[src/midi_track_event_parser_assert.svh]
// Assertion macros for the MIDI track event parser.
// Expects clk and rst_n in the scope where a macro is used.
`ifndef MIDI_TRACK_EVENT_PARSER_ASSERT_SVH
`define MIDI_TRACK_EVENT_PARSER_ASSERT_SVH

// Same-cycle implication, checked outside reset.
`define MTP_ASSERT_NOW(label, ante, cons, msg) \
  label: assert property (@(posedge clk) disable iff (!rst_n) (ante) |-> (cons)) \
    else $error(msg);

// Next-cycle implication, checked outside reset.
`define MTP_ASSERT_NEXT(label, ante, cons, msg) \
  label: assert property (@(posedge clk) disable iff (!rst_n) (ante) |=> (cons)) \
    else $error(msg);

`endif

[src/mtp_pkg.sv]
// Shared types and constants of the MIDI track event parser.
// No dependencies; used by every module of the block.
package mtp_pkg;

  // Record kinds as they appear on the result port.
  localparam logic [3:0] KIND_NOTEOFF   = 4'd0;
  localparam logic [3:0] KIND_NOTEON    = 4'd1;
  localparam logic [3:0] KIND_POLYTOUCH = 4'd2;
  localparam logic [3:0] KIND_CONTROL   = 4'd3;
  localparam logic [3:0] KIND_PROGRAM   = 4'd4;
  localparam logic [3:0] KIND_CHANPRESS = 4'd5;
  localparam logic [3:0] KIND_BEND      = 4'd6;
  localparam logic [3:0] KIND_SYSEX     = 4'd7;
  localparam logic [3:0] KIND_SYSEXPKT  = 4'd8;
  localparam logic [3:0] KIND_META      = 4'd9;
  localparam logic [3:0] KIND_PAYLOAD   = 4'd10;
  localparam logic [3:0] KIND_ENDTRACK  = 4'd11;
  localparam logic [3:0] KIND_UNKNOWN   = 4'd12;
  localparam logic [3:0] KIND_TRUNC     = 4'd13;

  // Status bytes and status high nibbles.
  localparam logic [7:0] STAT_SYSEX      = 8'hF0;
  localparam logic [7:0] STAT_SYSEX_CONT = 8'hF7;
  localparam logic [7:0] STAT_META       = 8'hFF;
  localparam logic [7:0] META_EOT        = 8'h2F;
  localparam logic [3:0] HI_PROGRAM      = 4'hC;
  localparam logic [3:0] HI_CHANPRESS    = 4'hD;
  localparam logic [3:0] HI_BEND         = 4'hE;
  localparam logic [3:0] HI_SYSTEM       = 4'hF;

  // Fixed widths of the result fields.
  localparam int TRACK_W = 16;
  localparam int TIME_W  = 32;
  localparam int LEN_W   = 28;
  localparam int VAL2_W  = 14;

  // Record queue between parser and output stage; depth must be a power of two.
  localparam int QUEUE_DEPTH = 4;
  localparam int QPTR_W      = $clog2(QUEUE_DEPTH);

  // Raw record from the parser; the output stage shapes it into port fields.
  typedef struct packed {
    logic [3:0]       kind;
    logic [TIME_W-1:0] abs_time;
    logic [3:0]       chan;
    logic [7:0]       d1;
    logic [7:0]       d2;
    logic [LEN_W-1:0] len;
    logic             last;
  } mtp_rec_t;

endpackage

[src/mtp_front.sv]
// Byte parser of the MIDI track event parser: delta times, running status,
// event decode. Emits raw records; depends on mtp_pkg.
module mtp_front
  import mtp_pkg::*;
#(
  parameter int TIME_BITS   = 32,
  parameter int LENGTH_BITS = 28
) (
  input  logic       clk,
  input  logic       rst_n,
  input  logic       accept,
  input  logic [7:0] data_byte,
  input  logic       end_of_chunk,
  output logic       rec_push,
  output mtp_rec_t   rec
);

  localparam logic [3:0] PH_DELTA      = 4'd0;
  localparam logic [3:0] PH_DELTA_MORE = 4'd1;
  localparam logic [3:0] PH_STATUS     = 4'd2;
  localparam logic [3:0] PH_DATA1      = 4'd3;
  localparam logic [3:0] PH_DATA2      = 4'd4;
  localparam logic [3:0] PH_SXLEN      = 4'd5;
  localparam logic [3:0] PH_METATYPE   = 4'd6;
  localparam logic [3:0] PH_METALEN    = 4'd7;
  localparam logic [3:0] PH_PAYLOAD    = 4'd8;

  logic [3:0]             phase_r, phase_nxt;
  logic [7:0]             run_stat_r, run_stat_nxt;
  logic [7:0]             cur_stat_r, cur_stat_nxt;
  logic [TIME_BITS-1:0]   time_r, time_nxt;
  logic [LENGTH_BITS-1:0] vlq_r, vlq_nxt;
  logic [7:0]             held_r, held_nxt;
  logic [7:0]             meta_r, meta_nxt;
  logic [LENGTH_BITS-1:0] remain_r, remain_nxt;
  logic                   fin_r, fin_nxt;

  logic [LENGTH_BITS+6:0]           vlq_cat;
  logic [LENGTH_BITS-1:0]           vlq_shift;
  logic [TIME_BITS+LENGTH_BITS-1:0] sum_wide;
  logic [LENGTH_BITS-1:0]           remain_dec;

  assign vlq_cat    = {vlq_r, data_byte[6:0]};
  assign vlq_shift  = vlq_cat[LENGTH_BITS-1:0];
  assign sum_wide   = {{LENGTH_BITS{1'b0}}, time_r} + {{TIME_BITS{1'b0}}, vlq_shift};
  assign remain_dec = remain_r - {{(LENGTH_BITS-1){1'b0}}, 1'b1};

  always_comb begin
    logic                   emit;
    logic [3:0]             e_kind;
    logic [3:0]             e_chan;
    logic [7:0]             e_d1;
    logic [7:0]             e_d2;
    logic [LENGTH_BITS-1:0] e_len;
    logic                   e_last;
    logic                   do_first;
    logic                   do_hdr;
    logic [3:0]             hdr_kind;
    logic [7:0]             hdr_d1;
    logic [TIME_BITS-1:0]   time_rec;
    logic [TIME_BITS+TIME_W-1:0] time_wide;
    logic [LENGTH_BITS+LEN_W-1:0] len_wide;

    phase_nxt    = phase_r;
    run_stat_nxt = run_stat_r;
    cur_stat_nxt = cur_stat_r;
    time_nxt     = time_r;
    vlq_nxt      = vlq_r;
    held_nxt     = held_r;
    meta_nxt     = meta_r;
    remain_nxt   = remain_r;
    fin_nxt      = fin_r;
    emit         = 1'b0;
    e_kind       = KIND_UNKNOWN;
    e_d1         = 8'd0;
    e_d2         = 8'd0;
    e_len        = '0;
    e_last       = 1'b1;
    do_first     = 1'b0;
    do_hdr       = 1'b0;
    hdr_kind     = KIND_SYSEX;
    hdr_d1       = 8'd0;

    if (!fin_r) begin
      case (phase_r)
        PH_DELTA, PH_DELTA_MORE: begin
          vlq_nxt = vlq_shift;
          if (!data_byte[7]) begin
            time_nxt  = sum_wide[TIME_BITS-1:0];
            vlq_nxt   = '0;
            phase_nxt = PH_STATUS;
          end else begin
            phase_nxt = PH_DELTA_MORE;
          end
        end
        PH_STATUS: begin
          if (data_byte[7]) begin
            cur_stat_nxt = data_byte;
            if (data_byte[7:4] != HI_SYSTEM) begin
              run_stat_nxt = data_byte;
              phase_nxt    = PH_DATA1;
            end else if (data_byte == STAT_SYSEX || data_byte == STAT_SYSEX_CONT) begin
              vlq_nxt   = '0;
              phase_nxt = PH_SXLEN;
            end else if (data_byte == STAT_META) begin
              phase_nxt = PH_METATYPE;
            end else begin
              emit      = 1'b1;
              e_kind    = KIND_UNKNOWN;
              e_d1      = data_byte;
              phase_nxt = PH_DELTA;
            end
          end else begin
            cur_stat_nxt = run_stat_r;
            if (!run_stat_r[7]) begin
              // Data byte with no running status in force.
              emit      = 1'b1;
              e_kind    = KIND_UNKNOWN;
              e_d1      = run_stat_r;
              phase_nxt = PH_DELTA;
            end else begin
              do_first = 1'b1;
            end
          end
        end
        PH_DATA1: begin
          do_first = 1'b1;
        end
        PH_DATA2: begin
          emit = 1'b1;
          if (cur_stat_r[7:4] == HI_BEND) begin
            e_kind = KIND_BEND;
          end else begin
            // Channel status nibbles 8..B map onto kinds 0..3.
            e_kind = {1'b0, cur_stat_r[6:4]};
          end
          e_d1      = held_r;
          e_d2      = data_byte;
          phase_nxt = PH_DELTA;
        end
        PH_SXLEN: begin
          vlq_nxt = vlq_shift;
          if (!data_byte[7]) begin
            do_hdr   = 1'b1;
            hdr_kind = (cur_stat_r == STAT_SYSEX_CONT) ? KIND_SYSEXPKT : KIND_SYSEX;
          end
        end
        PH_METATYPE: begin
          meta_nxt  = data_byte;
          vlq_nxt   = '0;
          phase_nxt = PH_METALEN;
        end
        PH_METALEN: begin
          vlq_nxt = vlq_shift;
          if (!data_byte[7]) begin
            if (meta_r == META_EOT) begin
              emit      = 1'b1;
              e_kind    = KIND_ENDTRACK;
              e_d1      = meta_r;
              e_len     = vlq_shift;
              vlq_nxt   = '0;
              fin_nxt   = 1'b1;
              phase_nxt = PH_DELTA;
            end else begin
              do_hdr   = 1'b1;
              hdr_kind = KIND_META;
              hdr_d1   = meta_r;
            end
          end
        end
        default: begin
          remain_nxt = remain_dec;
          emit       = 1'b1;
          e_kind     = KIND_PAYLOAD;
          e_d1       = data_byte;
          e_last     = (remain_dec == '0);
          if (remain_dec == '0) begin
            phase_nxt = PH_DELTA;
          end
        end
      endcase
    end

    if (do_first) begin
      if (cur_stat_nxt[7:4] == HI_PROGRAM || cur_stat_nxt[7:4] == HI_CHANPRESS) begin
        emit      = 1'b1;
        e_kind    = {1'b0, cur_stat_nxt[6:4]};
        e_d1      = data_byte;
        phase_nxt = PH_DELTA;
      end else begin
        held_nxt  = data_byte;
        phase_nxt = PH_DATA2;
      end
    end

    if (do_hdr) begin
      emit       = 1'b1;
      e_kind     = hdr_kind;
      e_d1       = hdr_d1;
      e_len      = vlq_shift;
      e_last     = (vlq_shift == '0);
      remain_nxt = vlq_shift;
      vlq_nxt    = '0;
      phase_nxt  = (vlq_shift == '0) ? PH_DELTA : PH_PAYLOAD;
    end

    // Time and channel are taken before the end of a chunk clears the state.
    time_rec = time_nxt;
    e_chan   = cur_stat_nxt[3:0];

    if (end_of_chunk) begin
      // A chunk that stops inside an event reports that instead.
      if (!fin_nxt && phase_nxt != PH_DELTA) begin
        emit   = 1'b1;
        e_kind = KIND_TRUNC;
        e_d1   = 8'd0;
        e_d2   = 8'd0;
        e_len  = '0;
        e_last = 1'b1;
      end
      phase_nxt    = PH_DELTA;
      run_stat_nxt = 8'd0;
      cur_stat_nxt = 8'd0;
      time_nxt     = '0;
      vlq_nxt      = '0;
      held_nxt     = 8'd0;
      meta_nxt     = 8'd0;
      remain_nxt   = '0;
      fin_nxt      = 1'b0;
    end

    time_wide = {{TIME_W{1'b0}}, time_rec};
    len_wide  = {{LEN_W{1'b0}}, e_len};

    rec_push      = accept && emit;
    rec.kind      = e_kind;
    rec.abs_time  = time_wide[TIME_W-1:0];
    rec.chan      = e_chan;
    rec.d1        = e_d1;
    rec.d2        = e_d2;
    rec.len       = len_wide[LEN_W-1:0];
    rec.last      = e_last;
  end

  always_ff @(posedge clk) begin
    if (!rst_n) begin
      phase_r    <= PH_DELTA;
      run_stat_r <= 8'd0;
      cur_stat_r <= 8'd0;
      time_r     <= '0;
      vlq_r      <= '0;
      held_r     <= 8'd0;
      meta_r     <= 8'd0;
      remain_r   <= '0;
      fin_r      <= 1'b0;
    end else if (accept) begin
      phase_r    <= phase_nxt;
      run_stat_r <= run_stat_nxt;
      cur_stat_r <= cur_stat_nxt;
      time_r     <= time_nxt;
      vlq_r      <= vlq_nxt;
      held_r     <= held_nxt;
      meta_r     <= meta_nxt;
      remain_r   <= remain_nxt;
      fin_r      <= fin_nxt;
    end
  end

endmodule

[src/mtp_queue.sv]
// Short record queue between the parser and the output stage.
// Flip-flop storage of QUEUE_DEPTH entries; depends on mtp_pkg.
module mtp_queue
  import mtp_pkg::*;
(
  input  logic     clk,
  input  logic     rst_n,
  input  logic     push,
  input  mtp_rec_t push_rec,
  input  logic     pop,
  output mtp_rec_t head,
  output logic     full,
  output logic     empty
);

  mtp_rec_t          mem [QUEUE_DEPTH];
  logic [QPTR_W-1:0] wr_ptr_r, wr_ptr_nxt;
  logic [QPTR_W-1:0] rd_ptr_r, rd_ptr_nxt;
  logic [QPTR_W:0]   count_r, count_nxt;
  logic              do_push, do_pop;

  assign full    = (count_r == (QPTR_W+1)'(QUEUE_DEPTH));
  assign empty   = (count_r == '0);
  assign do_push = push && !full;
  assign do_pop  = pop && !empty;
  assign head    = mem[rd_ptr_r];

  always_comb begin
    wr_ptr_nxt = do_push ? wr_ptr_r + 1'b1 : wr_ptr_r;
    rd_ptr_nxt = do_pop ? rd_ptr_r + 1'b1 : rd_ptr_r;
    case ({do_push, do_pop})
      2'b10:   count_nxt = count_r + 1'b1;
      2'b01:   count_nxt = count_r - 1'b1;
      default: count_nxt = count_r;
    endcase
  end

  always_ff @(posedge clk) begin
    if (!rst_n) begin
      wr_ptr_r <= '0;
      rd_ptr_r <= '0;
      count_r  <= '0;
    end else begin
      wr_ptr_r <= wr_ptr_nxt;
      rd_ptr_r <= rd_ptr_nxt;
      count_r  <= count_nxt;
    end
  end

  always_ff @(posedge clk) begin
    if (do_push) begin
      mem[wr_ptr_r] <= push_rec;
    end
  end

endmodule

[src/mtp_back.sv]
// Output stage: drains the record queue, shapes raw records into port
// fields and holds the current result. Depends on mtp_pkg.
module mtp_back
  import mtp_pkg::*;
(
  input  logic               clk,
  input  logic               rst_n,
  input  mtp_rec_t           q_head,
  input  logic               q_empty,
  output logic               q_pop,
  input  logic [TRACK_W-1:0] track_number,
  output logic               out_empty,
  input  logic               out_pop,
  output logic [3:0]         out_record_kind,
  output logic [TRACK_W-1:0] out_track_id,
  output logic [TIME_W-1:0]  out_abs_time,
  output logic [3:0]         out_channel,
  output logic [7:0]         out_first_value,
  output logic [VAL2_W-1:0]  out_second_value,
  output logic [LEN_W-1:0]   out_payload_length,
  output logic               out_last_of_event
);

  logic               valid_r, valid_nxt;
  logic [3:0]         kind_r;
  logic [TRACK_W-1:0] track_r;
  logic [TIME_W-1:0]  time_r;
  logic [3:0]         chan_r, chan_nxt;
  logic [7:0]         first_r, first_nxt;
  logic [VAL2_W-1:0]  second_r, second_nxt;
  logic [LEN_W-1:0]   len_r;
  logic               last_r;
  logic               load;

  // The register takes a new beat whenever it is free or being emptied.
  assign load      = !q_empty && (!valid_r || out_pop);
  assign q_pop     = load;
  assign valid_nxt = load || (valid_r && !out_pop);

  always_comb begin
    chan_nxt   = (q_head.kind <= KIND_BEND) ? q_head.chan : 4'd0;
    first_nxt  = (q_head.kind == KIND_BEND) ? 8'd0 : q_head.d1;
    if (q_head.kind == KIND_BEND) begin
      second_nxt = {q_head.d2[6:0], q_head.d1[6:0]};
    end else if (q_head.kind <= KIND_CONTROL) begin
      second_nxt = {{(VAL2_W-8){1'b0}}, q_head.d2};
    end else begin
      second_nxt = '0;
    end
  end

  always_ff @(posedge clk) begin
    if (!rst_n) begin
      valid_r <= 1'b0;
    end else begin
      valid_r <= valid_nxt;
    end
  end

  always_ff @(posedge clk) begin
    if (load) begin
      kind_r   <= q_head.kind;
      track_r  <= track_number;
      time_r   <= q_head.abs_time;
      chan_r   <= chan_nxt;
      first_r  <= first_nxt;
      second_r <= second_nxt;
      len_r    <= q_head.len;
      last_r   <= q_head.last;
    end
  end

  assign out_empty          = !valid_r;
  assign out_record_kind    = kind_r;
  assign out_track_id       = track_r;
  assign out_abs_time       = time_r;
  assign out_channel        = chan_r;
  assign out_first_value    = first_r;
  assign out_second_value   = second_r;
  assign out_payload_length = len_r;
  assign out_last_of_event  = last_r;

endmodule

[src/midi_track_event_parser.sv]
// Top level of the MIDI track event parser: track register, parser, queue
// and output stage. Depends on mtp_pkg, mtp_front, mtp_queue, mtp_back.
//
// Feed the bytes of one track chunk through the in_ queue port, one beat
// per byte, with in_end_of_chunk set on the last byte; records come out of
// the out_ queue port in order. The parser decodes each byte
// combinationally, so one byte is taken per clock as long as the four-entry
// record queue has room; a record passes from that queue into the output
// register, and so onto the result ports, when that register is free. in_full
// rises only when that queue is full, which happens when the consumer stops
// popping. Write the track number on the cfg_ port (always ready) between
// chunks; it resets to 1.
module midi_track_event_parser
  import mtp_pkg::*;
#(
  parameter int TIME_BITS   = 32,
  parameter int LENGTH_BITS = 28
) (
  input  logic               clk,
  input  logic               rst_n,
  input  logic               in_push,
  output logic               in_full,
  input  logic [7:0]         in_data_byte,
  input  logic               in_end_of_chunk,
  output logic               out_empty,
  input  logic               out_pop,
  output logic [3:0]         out_record_kind,
  output logic [TRACK_W-1:0] out_track_id,
  output logic [TIME_W-1:0]  out_abs_time,
  output logic [3:0]         out_channel,
  output logic [7:0]         out_first_value,
  output logic [VAL2_W-1:0]  out_second_value,
  output logic [LEN_W-1:0]   out_payload_length,
  output logic               out_last_of_event,
  input  logic               cfg_valid,
  output logic               cfg_ready,
  input  logic [TRACK_W-1:0] cfg_track_number
);

`include "midi_track_event_parser_assert.svh"

  logic [TRACK_W-1:0] track_r;
  logic               accept;
  logic               rec_push;
  mtp_rec_t           rec;
  mtp_rec_t           q_head;
  logic               q_full, q_empty, q_pop;

  assign cfg_ready = 1'b1;
  assign in_full   = q_full;
  assign accept    = in_push && !q_full;

  always_ff @(posedge clk) begin
    if (!rst_n) begin
      track_r <= TRACK_W'(1);
    end else if (cfg_valid && cfg_ready) begin
      track_r <= cfg_track_number;
    end
  end

  mtp_front #(
    .TIME_BITS   (TIME_BITS),
    .LENGTH_BITS (LENGTH_BITS)
  ) u_front (
    .clk          (clk),
    .rst_n        (rst_n),
    .accept       (accept),
    .data_byte    (in_data_byte),
    .end_of_chunk (in_end_of_chunk),
    .rec_push     (rec_push),
    .rec          (rec)
  );

  mtp_queue u_queue (
    .clk      (clk),
    .rst_n    (rst_n),
    .push     (rec_push),
    .push_rec (rec),
    .pop      (q_pop),
    .head     (q_head),
    .full     (q_full),
    .empty    (q_empty)
  );

  mtp_back u_back (
    .clk                (clk),
    .rst_n              (rst_n),
    .q_head             (q_head),
    .q_empty            (q_empty),
    .q_pop              (q_pop),
    .track_number       (track_r),
    .out_empty          (out_empty),
    .out_pop            (out_pop),
    .out_record_kind    (out_record_kind),
    .out_track_id       (out_track_id),
    .out_abs_time       (out_abs_time),
    .out_channel        (out_channel),
    .out_first_value    (out_first_value),
    .out_second_value   (out_second_value),
    .out_payload_length (out_payload_length),
    .out_last_of_event  (out_last_of_event)
  );

  // Only channel messages carry a channel.
  `MTP_ASSERT_NOW(a_chan_only_channel_msgs, !out_empty && out_record_kind > KIND_BEND, out_channel == 4'd0, "channel set on a non-channel record")

  // Only sysex, meta and end-of-track headers carry a length.
  `MTP_ASSERT_NOW(a_len_only_headers, !out_empty && out_payload_length != '0, out_record_kind == KIND_SYSEX || out_record_kind == KIND_SYSEXPKT || out_record_kind == KIND_META || out_record_kind == KIND_ENDTRACK, "length set on a non-header record")

  // A popped result with nothing queued behind it leaves the port empty.
  `MTP_ASSERT_NEXT(a_drain_to_empty, !out_empty && out_pop && q_empty, out_empty, "result appeared without a queued record")

endmodule

[config.mk]
export PLATFORM = sky130hd
export DESIGN_NAME = midi_track_event_parser
export DESIGN_NICKNAME = d
export VERILOG_FILES = /design/src/mtp_pkg.sv /design/src/mtp_front.sv /design/src/mtp_queue.sv /design/src/mtp_back.sv /design/src/midi_track_event_parser.sv
export VERILOG_INCLUDE_DIRS = /design/src /design/src/src
export SDC_FILE = /design/constraint.sdc
export NUM_CORES = 1
export LEC_CHECK = 0
export BUFFER_PORTS_ARGS = -buffer_cell sky130_fd_sc_hd__buf_2
export CAP_MARGIN = 40
export CELL_PAD_IN_SITES_DETAIL_PLACEMENT = 2
export CELL_PAD_IN_SITES_GLOBAL_PLACEMENT = 2
export CORE_MARGIN = 3
export CORE_UTILIZATION = 30
export DETAILED_ROUTE_END_ITERATION = 6
export GPL_ROUTABILITY_DRIVEN = 0
export PLACE_DENSITY = 0.69
export SETUP_SLACK_MARGIN = 0.2
export SYNTH_ARGS = -nofsm -noshare
export SYNTH_HDL_FRONTEND = slang
export SYNTH_SLANG_ARGS = --single-unit
[constraint.sdc]
create_clock -name clk -period 7.8 [get_ports clk]
set_input_delay 1.17 -clock clk [delete_from_list [all_inputs] [get_ports clk]]
set_output_delay 1.17 -clock clk [all_outputs]
set_load 0.01 [all_outputs]
==> impl_metrics.toml <==
[placement]
hpwlAfterDp_mm = 50.8
port_buffers = 138
pre_cts_ws_ns = 1.89
place_area_um2 = 27600
dp_cells = 3048

[floorplan]
die_y_um = 297
num_rows = 106
top_level_ports = 140
die_w_um = 297
dieArea_um2 = 88200
initial_core_util = 0.303
core_area_um2 = 83800

[setup_path]
r2r_slack_ns = 2.87
worstSetupPathType = "reg -> reg"
r2r_cells = 15
cp_data_required_time_ns = 8.33
cp.arrival_ns = 5.46
startpoint_type = "flop"
crit_path_max_fanout = 18
crit_path_end_kind = "flop"

[layout]
fin_cells = 3180
syn2layout_area_growth_pct = 17.9
antenna_cells = 0
final_common_cell = "edfxtp_1"
final_layout_size_suffix_gt1_frac = 0.202
n_fill_cell = 8667
fin_nets = 2055
final_area_um2 = 29900
layout_common_cells = "edfxtp_1, dfxtp_1, buf_2, nand2_1, nor2b_1"

[routing]
route.detailed.drc = 0
drtIter0Drc = 1100
via_count = 16341
avgRoutedWirePerCell_um = 23.6
viasPerCell = 5.14
drt_first_pass_iters = 5
drt_wl_total_mm = 75.0
antenna_left = 0

[cts]
cts_buffers = 70
cts_tree = "done"
cts_resized = 0
clkSlewWorstSetupHoldPaths_ns = 0.07
cts_sinks = 591
htree_levels = 3
worstSkewPairLatency_ns = 0.63
post_cts_buffers = 0
root_buffer = "clkbuf_16"
hold_buffers = 0
cts_buffer_depth = 3

[logic_synthesis]
synthCells = 1850
ys.flop_type = "edfxtp_1"
yosysWarningCount = 0
ys_ff_latch = 591
synth_edf_count = 447
avgSynthCellArea_um2 = 13.7
yosysTopAreaCellShare = 0.528
synth_area_leaders = "edfxtp_1, dfxtp_1, mux4_2"
yosysSeqAreaShare = 0.642
post_synth_num_cell_types = 87
synth_nets = 1917
synth_area_leader_cell = "edfxtp_1"
synth-async-reset-ratio = 0
netlist_area_um2 = 25400

[sta]
clock_skew_ns = 0.0315
min_period_ns = 4.93
tns_ns = 0
slew_headroom = 0.324
fin_crit_sh = 0.633
rsz0062_at_grt = "no"
slew_violations = 0
worstMarginPinSlew_ns = 1.01
hold_viol_final = 0
finalSetupViolations = 0
setup_ws_ns = 2.87
timing.fmax_mhz = 203
holdWs_ns = 0.431

[power]
p_int_mw = 6.51
power_switching_mw = 2.60
power_density_nw_per_um2 = 304
clock_power_share = 0.360
netSwitchingFraction = 0.285
seqPwrFrac = 0.446
irDropWorstVdd_v = 0.000212
p_comb_frac = 0.194
cellLeakagePower_nw = 10.4

[global_route]
grt_max_degree = 87
grt_pass1_vias = 18255
grt_pass1_wl_mm = 116
track_usage = 0.168
antenna_found_initial = 2
gr-total-overflow = 0

[min_path]
hp-class = "reg -> reg"
worstHoldPathCells = 0

[status]
status = "finished, final reports clean"

[run]
maxCapViolCount = 0
worst max-delay path, stage by stage (launching register included):
cell      delay (ns)
dfxtp_1         0.84
nand2b_4        0.13
or4_4           0.57
mux2_4          0.37
nor4_4          0.54
o41ai_2         0.19
a211oi_2        0.35
nor4_4          0.07
o31a_4          0.38
inv_1           0.09
ha_1            0.17
inv_1           0.07
fa_1            0.40
xor2_1          0.17
or3_1           0.31
a21boi_0        0.16
worst paths after layout:
check | from | end
max | u_front.phase_r[1]$_SDFFE_PN0P_ | u_queue.count_r[2]$_SDFFE_PN0P_
min | track_r[0]$_SDFFE_PN1P_ | u_back.out_track_id[0]$_DFFE_PP_
max reg2reg | u_front.phase_r[1]$_SDFFE_PN0P_ | u_queue.count_r[2]$_SDFFE_PN0P_
min reg2reg | track_r[0]$_SDFFE_PN1P_ | u_back.out_track_id[0]$_DFFE_PP_
power by group through the flow:
stage / Clock (mW) / Sequential [mW] / Combinational (mW)
final: 3.27 / 4.06 / 1.77
after floorplan: 0 / 4.28 / 0.920
after detailed placement: 0 / 4.14 / 1.82
after global routing: 3.50 / 4.10 / 1.95
after global placement: 0 / 4.12 / 1.70
after CTS: 3.36 / 4.08 / 1.83
metrics by stage:
step | util | power, mW
2_1_floorplan | - | 5.20
3_3_place_gp | 0.326 | 5.82
3_5_place_dp | 0.329 | 5.96
4_1_cts | 0.357 | 9.27
5_1_grt | 0.357 | 9.55
6_report | 0.357 | 9.11
cell usage after synthesis (4+ instances only):
cell / count
o211ai_1: 4
a2111oi_0: 7
or3_1: 11
o21a_1: 13
o31ai_1: 17
a211oi_1: 18
a21o_1: 11
inv_1: 22
o21bai_1: 4
nor3_1: 29
ha_1: 35
nand4_1: 10
buf_2: 9
nand2b_1: 9
o31a_1: 5
xor2_1: 14
buf_1: 16
a22o_1: 10
nor2b_1: 112
clkbuf_1: 86
nor3b_1: 4
o21ai_0: 83
a21boi_0: 11
and3_1: 20
o41ai_1: 6
nand3_1: 17
and2_1: 67
or2_2: 7
mux2i_1: 25
a31oi_1: 8
nor4_1: 16
edfxtp_1: 447
nand3b_1: 4
dfxtp_1: 144
nand2_1: 132
nor2_1: 99
a22oi_1: 80
xnor2_1: 20
mux4_2: 85
a21oi_1: 62
registers in the layout, summed over array words and instances (netlist names), named ones only:
signal,count
u_front.run_stat_r,8
u_front.cur_stat_r,8
u_back.valid_r,1
u_queue.wr_ptr_r,2
u_front.fin_r,1
u_back.out_first_value,8
u_back.out_second_value,14
u_front.meta_r,8
u_back.out_channel,4
u_queue.mem,340
u_front.time_r,32
u_back.out_abs_time,32
u_back.out_payload_length,28
u_front.held_r,8
u_back.out_record_kind,4
u_queue.count_r,3
u_front.vlq_r,21
u_back.out_track_id,16
u_front.remain_r,28
track_r,16
u_back.out_last_of_event,1
u_front.phase_r,4
u_queue.rd_ptr_r,2
routing by layer:
metal / routed length [um] / global-route usage / up-vias / part of all wire
li1: - / - / 7343 / -
met1: 31700 / 0.208 / 8571 / 0.42
met2: 38800 / 0.301 / 314 / 0.52
met3: 2630 / 0.0293 / 113 / 0.035
met4: 1830 / 0.0468 / 0 / 0.024
met5: 0 / 0 / - / 0
area by class of cell:
cell class	count	area, um2	share of cell area
Clock inverter	26	327	0.0109
Clock buffer	104	2000	0.0669
Sequential cell	591	16300	0.545
Multi-Input combinational cell	1123	8620	0.288
Timing Repair Buffer	180	1180	0.0395
Inverter	22	82.6	0.00276
Tap cell	1134	1420	0.0474
logic make-up (layout without fill, tap and decap cells):
family,after synthesis,in the layout,synth area share
compound gates,376,376,0.100
xor+xnor,34,34,0.0117
fa+ha+maj,37,37,0.0188
buf+inv,136,332,0.0211
flops,591,591,0.642
mux,114,114,0.0871
other cells,1,1,0.000148
simple gates,561,561,0.119
(Power assumes the default switching activity.)
